==> config.mk <==
export PLATFORM = sky130hd
export DESIGN_NAME = sorted_value_list
export DESIGN_NICKNAME = d
export VERILOG_FILES = /design/src/rtl/svl_pkg.sv /design/src/rtl/svl_mem.sv /design/src/rtl/svl_cmp.sv /design/src/rtl/sorted_value_list.sv
export VERILOG_INCLUDE_DIRS = /design/src /design/src/rtl
export SDC_FILE = /design/constraint.sdc
export NUM_CORES = 1
export LEC_CHECK = 0
export ABC_AREA = 0
export BUFFER_PORTS_ARGS = -buffer_cell sky130_fd_sc_hd__buf_2
export CAP_MARGIN = 20
export CORE_ASPECT_RATIO = 0.75
export CORE_MARGIN = 3
export CORE_UTILIZATION = 35
export CTS_BUF_LIST = sky130_fd_sc_hd__clkbuf_4 sky130_fd_sc_hd__clkbuf_8
export CTS_CLUSTER_DIAMETER = 100
export DETAILED_ROUTE_END_ITERATION = 16
export GPL_ROUTABILITY_DRIVEN = 0
export GPL_TIMING_DRIVEN = 0
export REMOVE_ABC_BUFFERS = 1
export SLEW_MARGIN = 20
export SYNTH_ARGS = -nofsm -noshare
export SYNTH_HDL_FRONTEND = slang
export SYNTH_SLANG_ARGS = --single-unit
export TNS_END_PERCENT = 30
==> constraint.sdc <==
create_clock -name clk -period 6.23 [get_ports clk]
set_input_delay 0 -clock clk [delete_from_list [all_inputs] [get_ports clk]]
set_output_delay 0 -clock clk [all_outputs]
set_load 0.1 [all_outputs]
==> src/rtl/sorted_value_list_defines.svh <==
// assertion macros for the sorted value list
`ifndef SORTED_VALUE_LIST_DEFINES_SVH
`define SORTED_VALUE_LIST_DEFINES_SVH

// same-cycle implication, sampled on clk, off while in reset
`define SVL_ASSERT_NOW(lbl, ante, cons, msg) \
  lbl: assert property (@(posedge clk) disable iff (!rst_n) (ante) |-> (cons)) else $error(msg);

// next-cycle implication, sampled on clk, off while in reset
`define SVL_ASSERT_NEXT(lbl, ante, cons, msg) \
  lbl: assert property (@(posedge clk) disable iff (!rst_n) (ante) |=> (cons)) else $error(msg);

`endif

==> src/rtl/svl_pkg.sv <==
package svl_pkg;

  localparam int VALUE_W  = 32;
  localparam int ACTION_W = 2;
  localparam int STATUS_W = 2;
  localparam int COUNT_W  = 5;

  localparam logic [ACTION_W-1:0] ACT_INSERT = 2'd0;
  localparam logic [ACTION_W-1:0] ACT_DELETE = 2'd1;
  localparam logic [ACTION_W-1:0] ACT_DUMP   = 2'd2;

  localparam logic [STATUS_W-1:0] ST_OK        = 2'd0;
  localparam logic [STATUS_W-1:0] ST_NOT_FOUND = 2'd1;
  localparam logic [STATUS_W-1:0] ST_FULL      = 2'd2;
  localparam logic [STATUS_W-1:0] ST_EMPTY     = 2'd3;

  typedef struct packed {
    logic [ACTION_W-1:0]       action;
    logic signed [VALUE_W-1:0] value;
  } svl_in_t;

  typedef struct packed {
    logic signed [VALUE_W-1:0] item_value;
    logic [STATUS_W-1:0]       status;
    logic [COUNT_W-1:0]        count;
    logic                      last;
  } svl_out_t;

  // result of the shared comparator
  typedef struct packed {
    logic lt;
    logic eq;
  } svl_cmp_t;

  typedef enum logic [2:0] {
    S_IDLE,
    S_SCAN,
    S_SHIFT_UP,
    S_SHIFT_DN,
    S_PUT,
    S_DUMP
  } svl_state_t;

endpackage

==> src/rtl/svl_mem.sv <==
module svl_mem import svl_pkg::*; #(
  parameter int DEPTH = 16,
  parameter int AW    = 4
) (
  input  logic                      clk,
  input  logic                      we,
  input  logic [AW-1:0]             waddr,
  input  logic signed [VALUE_W-1:0] wdata,
  input  logic [AW-1:0]             raddr,
  output logic signed [VALUE_W-1:0] rdata_r
);

  logic signed [VALUE_W-1:0] mem [DEPTH];

  always_ff @(posedge clk) begin
    if (we) begin
      mem[waddr] <= wdata;
    end
  end

  // registered read, old data on a same-address write
  always_ff @(posedge clk) begin
    rdata_r <= mem[raddr];
  end

endmodule

==> src/rtl/svl_cmp.sv <==
module svl_cmp import svl_pkg::*; (
  input  logic signed [VALUE_W-1:0] a,
  input  logic signed [VALUE_W-1:0] b,
  output svl_cmp_t                  res
);

  assign res.lt = (a < b);
  assign res.eq = (a == b);

endmodule

==> src/rtl/sorted_value_list.sv <==
// channel   ports                         transfer when
// ------    ----------------------------  ------------------------------
// input     start, busy, in_item          start high and busy low
// result    out_strobe, out_item          out_strobe high (one cycle each)
//
// one shared comparator walks the stored entries one per cycle under the
// sequencer; the entry memory has one write and one registered read port
// insert: scan to find the place, shift the entries above it up, then write
// delete: scan to find the match, then shift the entries after it down
// dump: one result per cycle; full, empty or action 3 end in the accept
// cycle; each result is registered and shows in the cycle after it is made;
// results cannot be stalled, and a new transfer may start while the last shows
// synchronous active-low reset empties the list; no clearing pass needed
`include "sorted_value_list_defines.svh"

module sorted_value_list import svl_pkg::*; #(
  parameter int DEPTH = 16
) (
  input  logic     clk,
  input  logic     rst_n,
  input  logic     start,
  output logic     busy,
  input  svl_in_t  in_item,
  output logic     out_strobe,
  output svl_out_t out_item
);

  localparam int AW    = $clog2(DEPTH);
  localparam int CNT_W = $clog2(DEPTH + 1);
  localparam int EXT_W = (CNT_W > COUNT_W) ? CNT_W : COUNT_W;

  // sequencer state
  svl_state_t state_r, state_nxt;
  logic [CNT_W-1:0] idx_r, idx_nxt;      // entry under the comparator
  logic [CNT_W-1:0] pos_r, pos_nxt;      // insert position
  logic [CNT_W-1:0] cnt_r, cnt_nxt;      // stored entries
  logic [ACTION_W-1:0]       act_r;
  logic signed [VALUE_W-1:0] val_r;

  logic [CNT_W-1:0] idx_inc, idx_dec, cnt_dec;
  logic             accept;
  logic             full;

  // memory and comparator hookup
  logic                      we;
  logic [CNT_W-1:0]          waddr_full;
  logic signed [VALUE_W-1:0] wdata;
  logic signed [VALUE_W-1:0] rdata_r;
  svl_cmp_t                  cmp;

  // result being made this cycle
  logic                      emit_v;
  logic signed [VALUE_W-1:0] emit_val;
  logic [STATUS_W-1:0]       emit_st;
  logic                      emit_last;
  logic [EXT_W-1:0]          cnt_ext;

  logic     out_strobe_r;
  svl_out_t out_item_r;

  assign accept  = start && (state_r == S_IDLE);
  assign full    = (cnt_r == CNT_W'(DEPTH));
  assign idx_inc = idx_r + CNT_W'(1);
  assign idx_dec = idx_r - CNT_W'(1);
  assign cnt_dec = cnt_r - CNT_W'(1);

  // read address runs one step ahead so rdata_r always holds entry idx_r
  svl_mem #(
    .DEPTH (DEPTH),
    .AW    (AW)
  ) u_mem (
    .clk     (clk),
    .we      (we),
    .waddr   (waddr_full[AW-1:0]),
    .wdata   (wdata),
    .raddr   (idx_nxt[AW-1:0]),
    .rdata_r (rdata_r)
  );

  // shared compare: stored entry against the operand
  svl_cmp u_cmp (
    .a   (rdata_r),
    .b   (val_r),
    .res (cmp)
  );

  // next state
  always_comb begin
    state_nxt = state_r;
    unique case (state_r)
      S_IDLE: begin
        if (start) begin
          unique case (in_item.action)
            ACT_INSERT: state_nxt = (cnt_r == CNT_W'(DEPTH)) ? S_IDLE : S_SCAN;
            ACT_DELETE: state_nxt = S_SCAN;
            ACT_DUMP:   state_nxt = (cnt_r == '0) ? S_IDLE : S_DUMP;
            default:    state_nxt = S_IDLE;
          endcase
        end
      end
      S_SCAN: begin
        if (act_r == ACT_INSERT) begin
          priority if (idx_r == cnt_r) begin
            state_nxt = S_PUT;
          end else if (!cmp.lt) begin
            state_nxt = S_SHIFT_UP;
          end
        end else begin
          priority if (idx_r == cnt_r) begin
            state_nxt = S_IDLE;
          end else if (cmp.eq) begin
            state_nxt = (idx_inc == cnt_r) ? S_IDLE : S_SHIFT_DN;
          end
        end
      end
      S_SHIFT_UP: begin
        if (idx_r == pos_r) begin
          state_nxt = S_PUT;
        end
      end
      S_SHIFT_DN: begin
        if (idx_r == cnt_dec) begin
          state_nxt = S_IDLE;
        end
      end
      S_PUT: state_nxt = S_IDLE;
      S_DUMP: begin
        if (idx_r == cnt_dec) begin
          state_nxt = S_IDLE;
        end
      end
      default: state_nxt = S_IDLE;
    endcase
  end

  // datapath control and result
  always_comb begin
    idx_nxt    = idx_r;
    pos_nxt    = pos_r;
    cnt_nxt    = cnt_r;
    we         = 1'b0;
    waddr_full = idx_inc;
    wdata      = rdata_r;
    emit_v     = 1'b0;
    emit_val   = val_r;
    emit_st    = ST_OK;
    emit_last  = 1'b1;
    unique case (state_r)
      S_IDLE: begin
        if (start) begin
          idx_nxt  = '0;
          emit_val = in_item.value;
          unique case (in_item.action)
            ACT_INSERT: begin
              // full list: flag it and leave the entries alone
              if (full) begin
                emit_v  = 1'b1;
                emit_st = ST_FULL;
              end
            end
            ACT_DUMP: begin
              if (cnt_r == '0) begin
                emit_v   = 1'b1;
                emit_val = '0;
                emit_st  = ST_EMPTY;
              end
            end
            default: begin
            end
          endcase
        end
      end
      S_SCAN: begin
        if (act_r == ACT_INSERT) begin
          // first entry not smaller than the value marks the slot
          priority if (idx_r == cnt_r) begin
            pos_nxt = idx_r;
          end else if (!cmp.lt) begin
            pos_nxt = idx_r;
            idx_nxt = cnt_dec;
          end else begin
            idx_nxt = idx_inc;
          end
        end else begin
          priority if (idx_r == cnt_r) begin
            // ran off the end, empty list included
            emit_v  = 1'b1;
            emit_st = ST_NOT_FOUND;
          end else if (cmp.eq) begin
            if (idx_inc == cnt_r) begin
              // match in the tail slot: just drop it
              cnt_nxt = cnt_dec;
              emit_v  = 1'b1;
            end else begin
              idx_nxt = idx_inc;
            end
          end else begin
            idx_nxt = idx_inc;
          end
        end
      end
      S_SHIFT_UP: begin
        // move entry idx up by one, walking down toward the slot
        we         = 1'b1;
        waddr_full = idx_inc;
        if (idx_r != pos_r) begin
          idx_nxt = idx_dec;
        end
      end
      S_SHIFT_DN: begin
        // move entry idx down by one, closing the gap
        we         = 1'b1;
        waddr_full = idx_dec;
        if (idx_r == cnt_dec) begin
          cnt_nxt = cnt_dec;
          emit_v  = 1'b1;
        end else begin
          idx_nxt = idx_inc;
        end
      end
      S_PUT: begin
        we         = 1'b1;
        waddr_full = pos_r;
        wdata      = val_r;
        cnt_nxt    = cnt_r + CNT_W'(1);
        emit_v     = 1'b1;
      end
      S_DUMP: begin
        emit_v    = 1'b1;
        emit_val  = rdata_r;
        emit_last = (idx_r == cnt_dec);
        if (idx_r != cnt_dec) begin
          idx_nxt = idx_inc;
        end
      end
      default: begin
      end
    endcase
  end

  // count field is the low bits of the entry count
  assign cnt_ext = EXT_W'(cnt_nxt);

  always_ff @(posedge clk) begin
    if (!rst_n) begin
      state_r      <= S_IDLE;
      cnt_r        <= '0;
      idx_r        <= '0;
      pos_r        <= '0;
      out_strobe_r <= 1'b0;
    end else begin
      state_r      <= state_nxt;
      cnt_r        <= cnt_nxt;
      idx_r        <= idx_nxt;
      pos_r        <= pos_nxt;
      out_strobe_r <= emit_v;
    end
  end

  // operand capture and result register
  always_ff @(posedge clk) begin
    if (accept) begin
      act_r <= in_item.action;
      val_r <= in_item.value;
    end
    if (emit_v) begin
      out_item_r.item_value <= emit_val;
      out_item_r.status     <= emit_st;
      out_item_r.count      <= cnt_ext[COUNT_W-1:0];
      out_item_r.last       <= emit_last;
    end
  end

  assign busy       = (state_r != S_IDLE);
  assign out_strobe = out_strobe_r;
  assign out_item   = out_item_r;

  `SVL_ASSERT_NOW(a_cnt_bound, 1'b1, cnt_r <= CNT_W'(DEPTH), "entry count above depth")
  `SVL_ASSERT_NOW(a_last_idle, out_strobe_r && out_item_r.last, state_r == S_IDLE,
    "final result shown while sequencer still busy")
  `SVL_ASSERT_NOW(a_mid_busy, out_strobe_r && !out_item_r.last, state_r == S_DUMP,
    "non-final result outside a dump")
  `SVL_ASSERT_NEXT(a_cnt_result, cnt_nxt != cnt_r, out_strobe_r && out_item_r.status == ST_OK,
    "entry count changed without a good result")

endmodule

======== After elaboration in Yosys (flattened, before gate mapping) ========
Memories as Yosys holds them, arrays and structs flattened. A register that Yosys moved wholly into a read port is not among the register bits.
Cells that the tools add are included.
word-level totals
  flip-flop bits (word level) ............. 93
  RAM bits ................................ 512
  input port bits ......................... 37
  output and inout bits ................... 42
  logic and storage cells ................. 115
  memories ................................ 1
memory list
  name       depth  bits a word  read ports  clocked after Yosys merged registers in  write ports  line           RTL
  u_mem.mem  16     32           1           1                                        1            svl_mem.sv:13  logic signed [VALUE_W-1:0] mem [DEPTH];
operators by class
  $add $sub $neg .......................... 4
  $lt $le $gt $ge ......................... 1
  eq/ne operators ......................... 26
  muxes and demuxes ....................... 58
  reductions and logical operators ........ 13
operators by type and width
  cell                                                 number
  two-way mux 32 bit                                   4
  two-way mux 5 bit                                    17
  one-hot mux 32 bit (2 select lines)                  1
  equality test 32 bit                                 1
  less-than comparator 32 bit                          1
  two-way mux 3 bit                                    9
  one-hot mux 5 bit (5 select lines)                   1
  equality test 5 bit                                  4
  one-hot mux 5 bit (3 select lines)                   1
  two-way mux 1 bit                                    14
  inequality test 2 bit, second input constant         6
  inequality test 4 bit, second input constant         3
  one-hot mux 3 bit (4 select lines)                   1
  adder 5 x 1 -> 5 bit, second input constant          2
  inequality test 5 bit                                2
  subtractor 5 x 1 -> 5 bit, second input constant     2
  one-hot mux 3 bit (3 select lines)                   1
  two-way mux 2 bit                                    4
  one-hot mux 2 bit (2 select lines)                   2
  one-hot mux 4 bit (2 select lines)                   1
  AND reduction 7 bit                                  1
  equality test 3 x 2 -> 1 bit, second input constant  2
  equality test 3 bit, second input constant           2
  equality test 5 bit, second input constant           1
  16 further kinds                                     19

======== Depth between registers and ports, before layout ========
Gate-level depths: netlist (run 1).
  depth in word-level cells ............... 7
  depth in mapped cells ................... 16
  mapped depth without buffers ............ 13

======== Cells and area by module ========
From an unflattened synthesis (run 1), not the netlist that was laid out.
second synthesis, totals
  cells, all modules ...................... 1485
  area, all modules ....................... 25788.5 um^2
modules (own cells, without submodules)
  module             instances  cells each  area each (um^2)  sequential area each (um^2)
  svl_mem            1          838         19835.3           16015.4
  sorted_value_list  1          534         5132.4            2602.5
  svl_cmp            1          113         820.8             0.0

======== Least setup slack after synthesis (run 1) ========
No wires, ideal clock.
  kind .................................... register -> register
  from .................................... register idx_r[0]
  to ...................................... register out_item_r (netlist bit out_item[0]) (enable)
  library setup time ...................... 499 ps
  arrival time ............................ 4916 ps
  required time ........................... 5731 ps
  path slack .............................. 815 ps
  cell stages (with the launch flop) ...... 11
  buffers on the path ..................... 2
  period minus slack after synthesis ...... 5415 ps
  path through ............................ dfxtp_1 -> buf_2 -> inv_1 -> ha_1 -> clkbuf_1 -> xor2_1 -> nor4b_2 -> nand2_1 -> nor2_1 -> nor2_1 -> o31ai_1
on the way
  cells in the longest elaborated chain, start to end .. 7
  elaborated cells on any way between the ends .. 10
  classes of those cells .................. 1 x add/sub; 3 x eq/ne; 6 x mux
RTL lines
  what                                  line                      RTL
  start: declaration                    sorted_value_list.sv:34   logic [CNT_W-1:0] idx_r, idx_nxt;
  start signal: assignment              sorted_value_list.sv:254  idx_r <= idx_nxt;
  adder 5 x 1 -> 5 bit                  sorted_value_list.sv:63   assign idx_inc = idx_r + CNT_W'(1);
  equality test 5 bit                   sorted_value_list.sv:190  if (idx_inc == cnt_r) begin
  two-way mux 1 bit                     sorted_value_list.sv:190
  two-way mux 1 bit                     sorted_value_list.sv:189  end else if (cmp.eq) begin
  two-way mux 1 bit                     sorted_value_list.sv:185  priority if (idx_r == cnt_r) begin
  two-way mux 1 bit                     sorted_value_list.sv:174  if (act_r == ACT_INSERT) begin
  one-hot mux 1 bit (4 select lines) *  sorted_value_list.sv:148  unique case (state_r)
  net emit_v                            sorted_value_list.sv:52   logic emit_v;
  end: declaration                      sorted_value_list.sv:59   svl_out_t out_item_r;
The timed path passes the listed nets; every way through them passes the cells marked *.
A chain may end at the register's enable or synchronous reset.

======== Worst setup path after layout (run 1) ========
  from .................................... register val_r[31]
  to ...................................... register u_mem.rdata_r[7], read port of u_mem.mem
on the way
  cells in the longest elaborated chain, start to end .. 5
  elaborated cells on any way between the ends .. 8
  classes of those cells .................. 1 x order compare; 1 x eq/ne; 6 x mux
RTL lines
  what                                                                 line                                                RTL
  start: declaration                                                   sorted_value_list.sv:38                             logic signed [VALUE_W-1:0] val_r;
  start signal: assignment                                             sorted_value_list.sv:264                            val_r <= in_item.value;
  less-than comparator 32 bit or equality test 32 bit (tied branches)  svl_cmp.sv:7, svl_cmp.sv:8
  two-way mux 5 bit (on tied branches)                                 sorted_value_list.sv:178, sorted_value_list.sv:189
  two-way mux 5 bit (on tied branches)                                 sorted_value_list.sv:176, sorted_value_list.sv:185
  two-way mux 5 bit *                                                  sorted_value_list.sv:174
  one-hot mux 5 bit (5 select lines) *                                 sorted_value_list.sv:148
  end: declaration                                                     svl_mem.sv:10                                       output logic signed [VALUE_W-1:0] rdata_r
Every way passes the cells marked *; elsewhere a longest branch is shown, timed or not. The select of a mux whose other input is x is not followed.

==> qor.csv, run 1 <==
metric,value,unit
synth_top_cell_area_share,0.6841,
r2r_slack,1.39,ns
path_clk_slew,0.06,ns
cellPowerDensity,383.6,mW/mm²
cts_tree,built,
synthCells,1466,
leakage,10.34,nW
wirelength,65.58,mm
drtAntennaViolNets,0,
die_h,240.8,µm
row_count,85,
hold_depth,2,
wl_met2,31.88,mm
min_period_over_period,0.7774,
yosys_register_bits,637,
insertion_delay,0.69,ns
cts.sinks,637,
timing.rr.start,val_r[31]$_DFFE_PP_,
synth_top_cell_by_area,edfxtp_1,
hpwlAfterDp,42.66,mm
crit_end,u_mem.rdata_r[7]$_DFF_P_,
antenna_found_initial,0,
max_cap_violations,0,
fmaxAchievable,206.5,MHz
met3_length,4.119,mm
dieArea,0.07681,mm²
routed.top_layer,met4,
final_cells,2699,
postSynth.asyncResetShare,0,
hold_slack,0.05393,ns
cts_max_level,3,
coreArea,0.07232,mm²
slew_headroom,0.2126,
min_from,in_item[14],
min_period,4.843,ns
num_antenna_cells,0,
syn_area,0.02572,mm²
dpl_cell_area,0.02868,mm²
ir_drop,0.1706,mV
area_growth,21.03,%
cp-end-kind,flip-flop,
die_width,319.0,µm
critPathKind,reg2reg,
dr.pass1.iters,6,
dp_cells,2480,
synthDistinctLibCells,61,
final_nets,1733,
report.final.slew_viol_count,0,
required,6.80,ns
setup_viol,0,
crit_path_start,val_r[31]$_DFFE_PP_,
grt_first_pass_wirelength,96.98,mm
cp-start-kind,flip-flop,
finalInstanceArea,0.03113,mm²
ios,79,
tightest_slew,1.170,ns
grt_pass1_vias,14700,
routed-via-count,14510,
synthFlopType,edfxtp_1,
timing.rr.end,u_mem.rdata_r[7]$_DFF_P_,
final-hold-violation-count,0,
via_per_inst,5.377,
drive_above_1_share,0.2755,
cts_buffers,99,
overflow,0,
drtIter0Drc,1402,
synth.area.top_cells,"edfxtp_1 (68%), mux4_2 (11%), dfxtp_1 (4.0%)",
arrival,5.42,ns
synth_edf_count,586,
syn_area_per_cell,17.54,µm²
status,"complete, no violations",
root_buffer,clkbuf_8,
wl_met1,27.54,mm
cts_buffer_depth,3,
io_buffers,78,
grt_max_degree,68,
route.detailed.drc,0,
cp_max_fo,18,
ff2ff_path_depth,16,
yosysSeqAreaShare,0.7238,
grt_usage,0.1706,
synth.yosys.warnings,0,
fin_worst_skew,0.03651,ns
min_path_type,in2reg,
post-route-util,0.4305,
start_util,0.3557,
post_drt_wl_per_cell,24.30,µm
rsz0062_at_grt,false,
synthesized netlist by cell type, drive strengths merged (2+ instances only):
master and n:
edfxtp 586, mux4 128, nand2 105, a22oi 68, o21ai 55, nor2 54
dfxtp 51, clkbuf 46, inv 44, nor3 43, a21oi 42, buf 37
ha 36, a221o 31, xnor2 19, and2 12, nand4 11, nor2b 9
nand2b 8, xor2 8, a31oi 7, nand3 7, mux2i 6, a311oi 4
and3 4, o221ai 4, o22ai 4, nor4 3, o211ai 3, a211o 2
a211oi 2, a21o 2, mux2 2, nand3b 2, nor3b 2, o21a 2
o31ai 2, or3 2
report_power, final:
part	leakage [nW]	total, mW	internal, mW	switching (mW)
clock	1.13	3.64	2.05	1.59
combinational	3.48	2.79	0.957	1.83
sequential	5.73	5.51	5.35	0.161
cell usage in the layout, fill, tap and decap left out, drive strengths merged, types with 4 or more instances in the layout:
master and count:
a22oi 68, clkinv 23, nor3 43, nor2 54, nor2b 9, a31oi 7, mux2i 6, o221ai 4
nand3 7, xnor2 19, mux4 128, edfxtp 586, o21ai 55, dlygate4sd3 36, a21oi 42, and2 12
dfxtp 51, buf 140, xor2 8, a311oi 4, and3 4, inv 45, o22ai 4, nand4 11
nand2 105, nand2b 8, a221o 31, clkbuf 157, ha 36
layout make-up:
cell class / count / area (µm²)
tap: 957 / 1197
clock buffer: 157 / 1898
sequential: 637 / 18620
fill: 6238 / 41190
inverter: 45 / 173.9
multi-input combinational: 701 / 6754
clock inverter: 26 / 195.2
timing repair buffer: 176 / 2295
per-layer routing:
metal | vias up | GRT usage
met4 | 0 | 0.05626
met2 | 564 | 0.2834
met1 | 7490 | 0.2262
met5 | - | 0
met3 | 143 | 0.03580
li1 | 6315 | -
what timing repair did:
item	CTS	global route
gates resized for setup	0	0
hold buffers	36	0
endpoints found under the hold margin	86	0
buffers inserted	0	0
logic make-up (layout without fill, tap and decap cells):
group / count (synthesis) / in the layout / synth area share
simple gates: 267 / 267 / 0.04971
mux: 136 / 136 / 0.1153
compound gates: 235 / 235 / 0.06265
xor+xnor: 27 / 27 / 0.009486
buf+inv: 128 / 404 / 0.02150
fa+ha+maj: 36 / 36 / 0.01751
flops: 637 / 637 / 0.7238
registers in the layout, indices dropped and copies added, names as in the netlist:
name and flops:
act_r 2, cnt_r 5, idx_r 5, out_item 40, out_strobe 1, pos_r 5
state_r 3, u_mem.mem 512, u_mem.rdata_r 32, val_r 32
worst min-delay path by stage:
| stage | end | slack [ns] |
|---|---|---|
| after floorplan | act_r[0]$_DFFE_PP_ | 0.1 |
| after global placement | val_r[2]$_DFFE_PP_ | 0.19 |
| after detailed placement | val_r[26]$_DFFE_PP_ | 0.19 |
| after CTS | val_r[5]$_DFFE_PP_ | 0.01 |
| after global routing | val_r[4]$_DFFE_PP_ | 0.01 |
| final | val_r[14]$_DFFE_PP_ | 0.05 |
critical path: stages, from the launching register on:
cell	delay, ns
edfxtp_1	0.32
inv_1	0.07
ha_1	0.58
nand4_1	0.42
nor4_4	0.37
and3b_1	0.22
a211o_1	0.11
a31oi_1	0.10
or3_1	0.39
a31o_2	0.28
o221ai_4	0.62
buf_16	0.25
buf_16	0.19
buf_16	0.18
mux4_2	0.31
a22oi_1	0.24
nand2_1	0.07
metrics by stage:
stage	setup slack [ns]	power, mW	TNS, ns
finish	1.387	11.94	0
global route	1.166	12.45	0
CTS	1.435	12.03	0
detailed placement	1.456	8.366	0
global placement	-13.30	8.482	-1238.92
floorplan	-6.981	7.767	-225.97
Power figures use the tool's default switching activity.
==> run 2: changes to the inputs <==
ABC_AREA = 1   (was 0)
clock period = 4.9 ns   (was 6.23 ns; I/O delays follow)
==> run 2 against run 1 <==
  * Critical path depth is 6 higher
  * Fmax is 3.1% higher
  * Count of clock-buffer cells in the layout is 5 lower
  * Sequential power is 47% higher
  * Wire length is 32% higher
  * Sequential share of layout area is 7.2 points lower
  * Die area is 15% higher
  * Via count is 53% higher
  * Combinational power grew to 4.3 times the previous value
  * Clock power is 30% higher
  * Critical path type unchanged
  * Largest power group is now combinational logic
  * Highest routed layer unchanged
==> qor.csv, run 2 <==
metric,value,unit,change
status,"complete, no violations",,
synthDistinctLibCells,43,,-30%
cpLargestDelayFamily,simple AND/OR/NAND/NOR gates,,
cp-start-kind,flip-flop,,
io_buffers,78,,unchanged
cellPowerDensity,703.8,mW/mm²,+83%
path_clk_slew,0.06,ns,about the same
slew_headroom,0.2845,,+0.07187
ios,79,,unchanged
cts.sinks,637,,unchanged
crit_path_start,val_r[15]$_DFFE_PP_,,
post-route-util,0.4249,,-0.005518
hold_slack,0.04933,ns,-0.004606 ns
synth.most_common_cell,inv_1,,
grt_pass1_vias,21070,,+43%
finalInstanceArea,0.03537,mm²,+14%
total_power,24.89,mW,+110%
die_width,342.7,µm,+7.4%
routed-via-count,22200,,+53%
via_per_inst,5.144,,-4.3%
synth_edf_count,586,,unchanged
drtIter0Drc,2427,,+73%
die_h,258.5,µm,+7.4%
root_buffer,clkbuf_8,,
final-hold-violation-count,0,,unchanged
syn_area,0.02976,mm²,+16%
grt_first_pass_wirelength,129.3,mm,+33%
rsz0062_at_grt,false,,
dpl_cell_area,0.03269,mm²,+14%
cp-end-kind,flip-flop,,
ff_latch_area,0.01862,mm²,about the same
leakage,14.86,nW,+44%
crit_path_max_incr_delay,0.37,ns,-0.25 ns
setup_viol,0,,unchanged
report.final.slew_viol_count,0,,unchanged
antenna_found_initial,0,,unchanged
fin_worst_skew,0.04737,ns,+0.01086 ns
route.detailed.drc,0,,unchanged
crit_slowest_cell,nand4_1,,
postSynth.asyncResetShare,0,,unchanged
cp_common_cell,nand2_1,,
pre_cts_slack,0.1417,ns,-1.314 ns
tns,0,ns,unchanged
cts_buffers,102,,+3.0%
synth.yosys.warnings,0,,unchanged
synthFlopType,edfxtp_1,,
worstPathCellList,inv_1 > ha_1 > nand2_1 > nor2_1 > nand4_1 > inv_1 > nand2_1 > nor2_2 > nand3_2 > a21oi_1 > nor2_1 > nor2_1 > nand2_8 > buf_12 > nand3_4 > buf_12 > buf_12 > nand2_1 > nand3_1 > nand3_1 > nand3_1 > nand2_1,,
synth_commonest_cells,"inv_1 (617), edfxtp_1 (586), nand3_1 (505)",,
fill_cells,7702,,+23%
dr.pass1.iters,6,,unchanged
synthCells,2976,,+100%
dieArea,0.08861,mm²,+15%
timing.rr.start,val_r[15]$_DFFE_PP_,,
max_cap_violations,0,,unchanged
area_growth,18.83,%,
cp_max_fo,49,,+31
post_drt_wl_per_cell,20.12,µm,-17%
start_util,0.3576,,+0.001944
num_antenna_cells,0,,unchanged
wirelength,86.85,mm,+32%
mostFrequentLayoutCell,inv_1,,
layout.cells.most_common_list,"inv_1 (616), edfxtp_1 (586), nand3_1 (505), nand2_1 (458), nand4_1 (261)",,
required,5.47,ns,-1.33 ns
synth_top_cell_area_share,0.5912,,-0.09292
hpwlAfterDp,51.88,mm,+22%
ir_drop,0.5348,mV,+210%
multi_input_area,0.008051,mm²,+19%
cts_tree,built,,
cts_setup_buffers,0,,unchanged
dp_cells,4073,,+64%
drive_above_1_share,0.1216,,-0.1540
cts_max_level,3,,unchanged
min_path_type,in2reg,,
final_cells,4316,,+60%
overflow,0,,unchanged
min_period,4.696,ns,-0.1471 ns
cts_buffer_depth,3,,unchanged
largest_register_ff_count,512,,unchanged
arrival,5.27,ns,-0.15 ns
min_period_over_period,0.9584,,+0.1810
grt_usage,0.1914,,+0.02079
drtAntennaViolNets,0,,unchanged
largest_register,u_mem.mem,,
syn_area_per_cell,10.00,µm²,-43%
insertion_delay,0.72,ns,+0.03 ns
critPathKind,reg2reg,,
final_nets,3188,,+84%
coreArea,0.08323,mm²,+15%
grt_max_degree,111,,+63%
yosysSeqAreaShare,0.6255,,-0.09832
timing.final.ws_setup,0.2038,ns,-1.183 ns
row_count,91,,+7.1%
yosys_register_bits,637,,unchanged
synth.area.top_cells,"edfxtp_1 (59%), nand3_1 (8.5%), inv_1 (7.8%)",,
min_from,in_item[9],,
tightest_slew,1.066,ns,-0.1042 ns
path_buf_inv,5,,+1
fmaxAchievable,212.9,MHz,+3.1%
synth_top_cell_by_area,edfxtp_1,,
## run 2: changes by cell type after synthesis, sizes merged, moves of 68 or more
cell   delta
nand2   +360
mux4    -128
nand3   +500
buf      +84
inv     +582
nand4   +250
a22oi    -68
## run 2: cell families after synthesis
logic type / after synthesis / share of synthesized area
simple gates: 1326 / 0.2126
buf+inv: 815 / 0.1109
flops: 637 / 0.6255
compound gates: 143 / 0.02955
fa+ha+maj: 36 / 0.01513
xor+xnor: 19 / 0.006348
## run 2: area by class of cell
| type | instances | share of cell area |
|---|---|---|
| sequential | 637 | 0.5264 |
| multi-input combinational | 1525 | 0.2276 |
| timing repair buffer | 221 | 0.07910 |
| inverter | 628 | 0.06739 |
| clock buffer | 152 | 0.05296 |
| tap | 1116 | 0.03948 |
| clock inverter | 37 | 0.007004 |
## run 2: timing repair
action | CTS | global route
gates resized for setup | 0 | 2
hold buffers | 53 | 0
hold endpoints to repair | 112 | 0
setup endpoints to repair | 0 | 28
## run 2: metal layers
layer  track usage  wire length, µm  vias up
met1        0.2590            36650    10640
met5             0                0        -
li1              -                -    10440
met3       0.03621             7118      184
met4       0.06832             2844        0
met2        0.3071            40240      946
## run 2: power breakdown
part           internal, mW  switching (mW)
Sequential             7.77           0.355
Clock                  2.60            2.13
Combinational          3.50            8.54
## run 2: final timing paths
| path | endpoint | slack, ns | cells after the start |
|---|---|---|---|
| setup / recovery | u_mem.rdata_r[22]$_DFF_P_ | 0.20 | 22 |
| hold reg to reg | state_r[1]$_SDFFE_PN0P_ | 0.56 | 2 |
| setup reg to reg | u_mem.rdata_r[22]$_DFF_P_ | 0.20 | 22 |
| hold / removal | val_r[9]$_DFFE_PP_ | 0.05 | 2 |
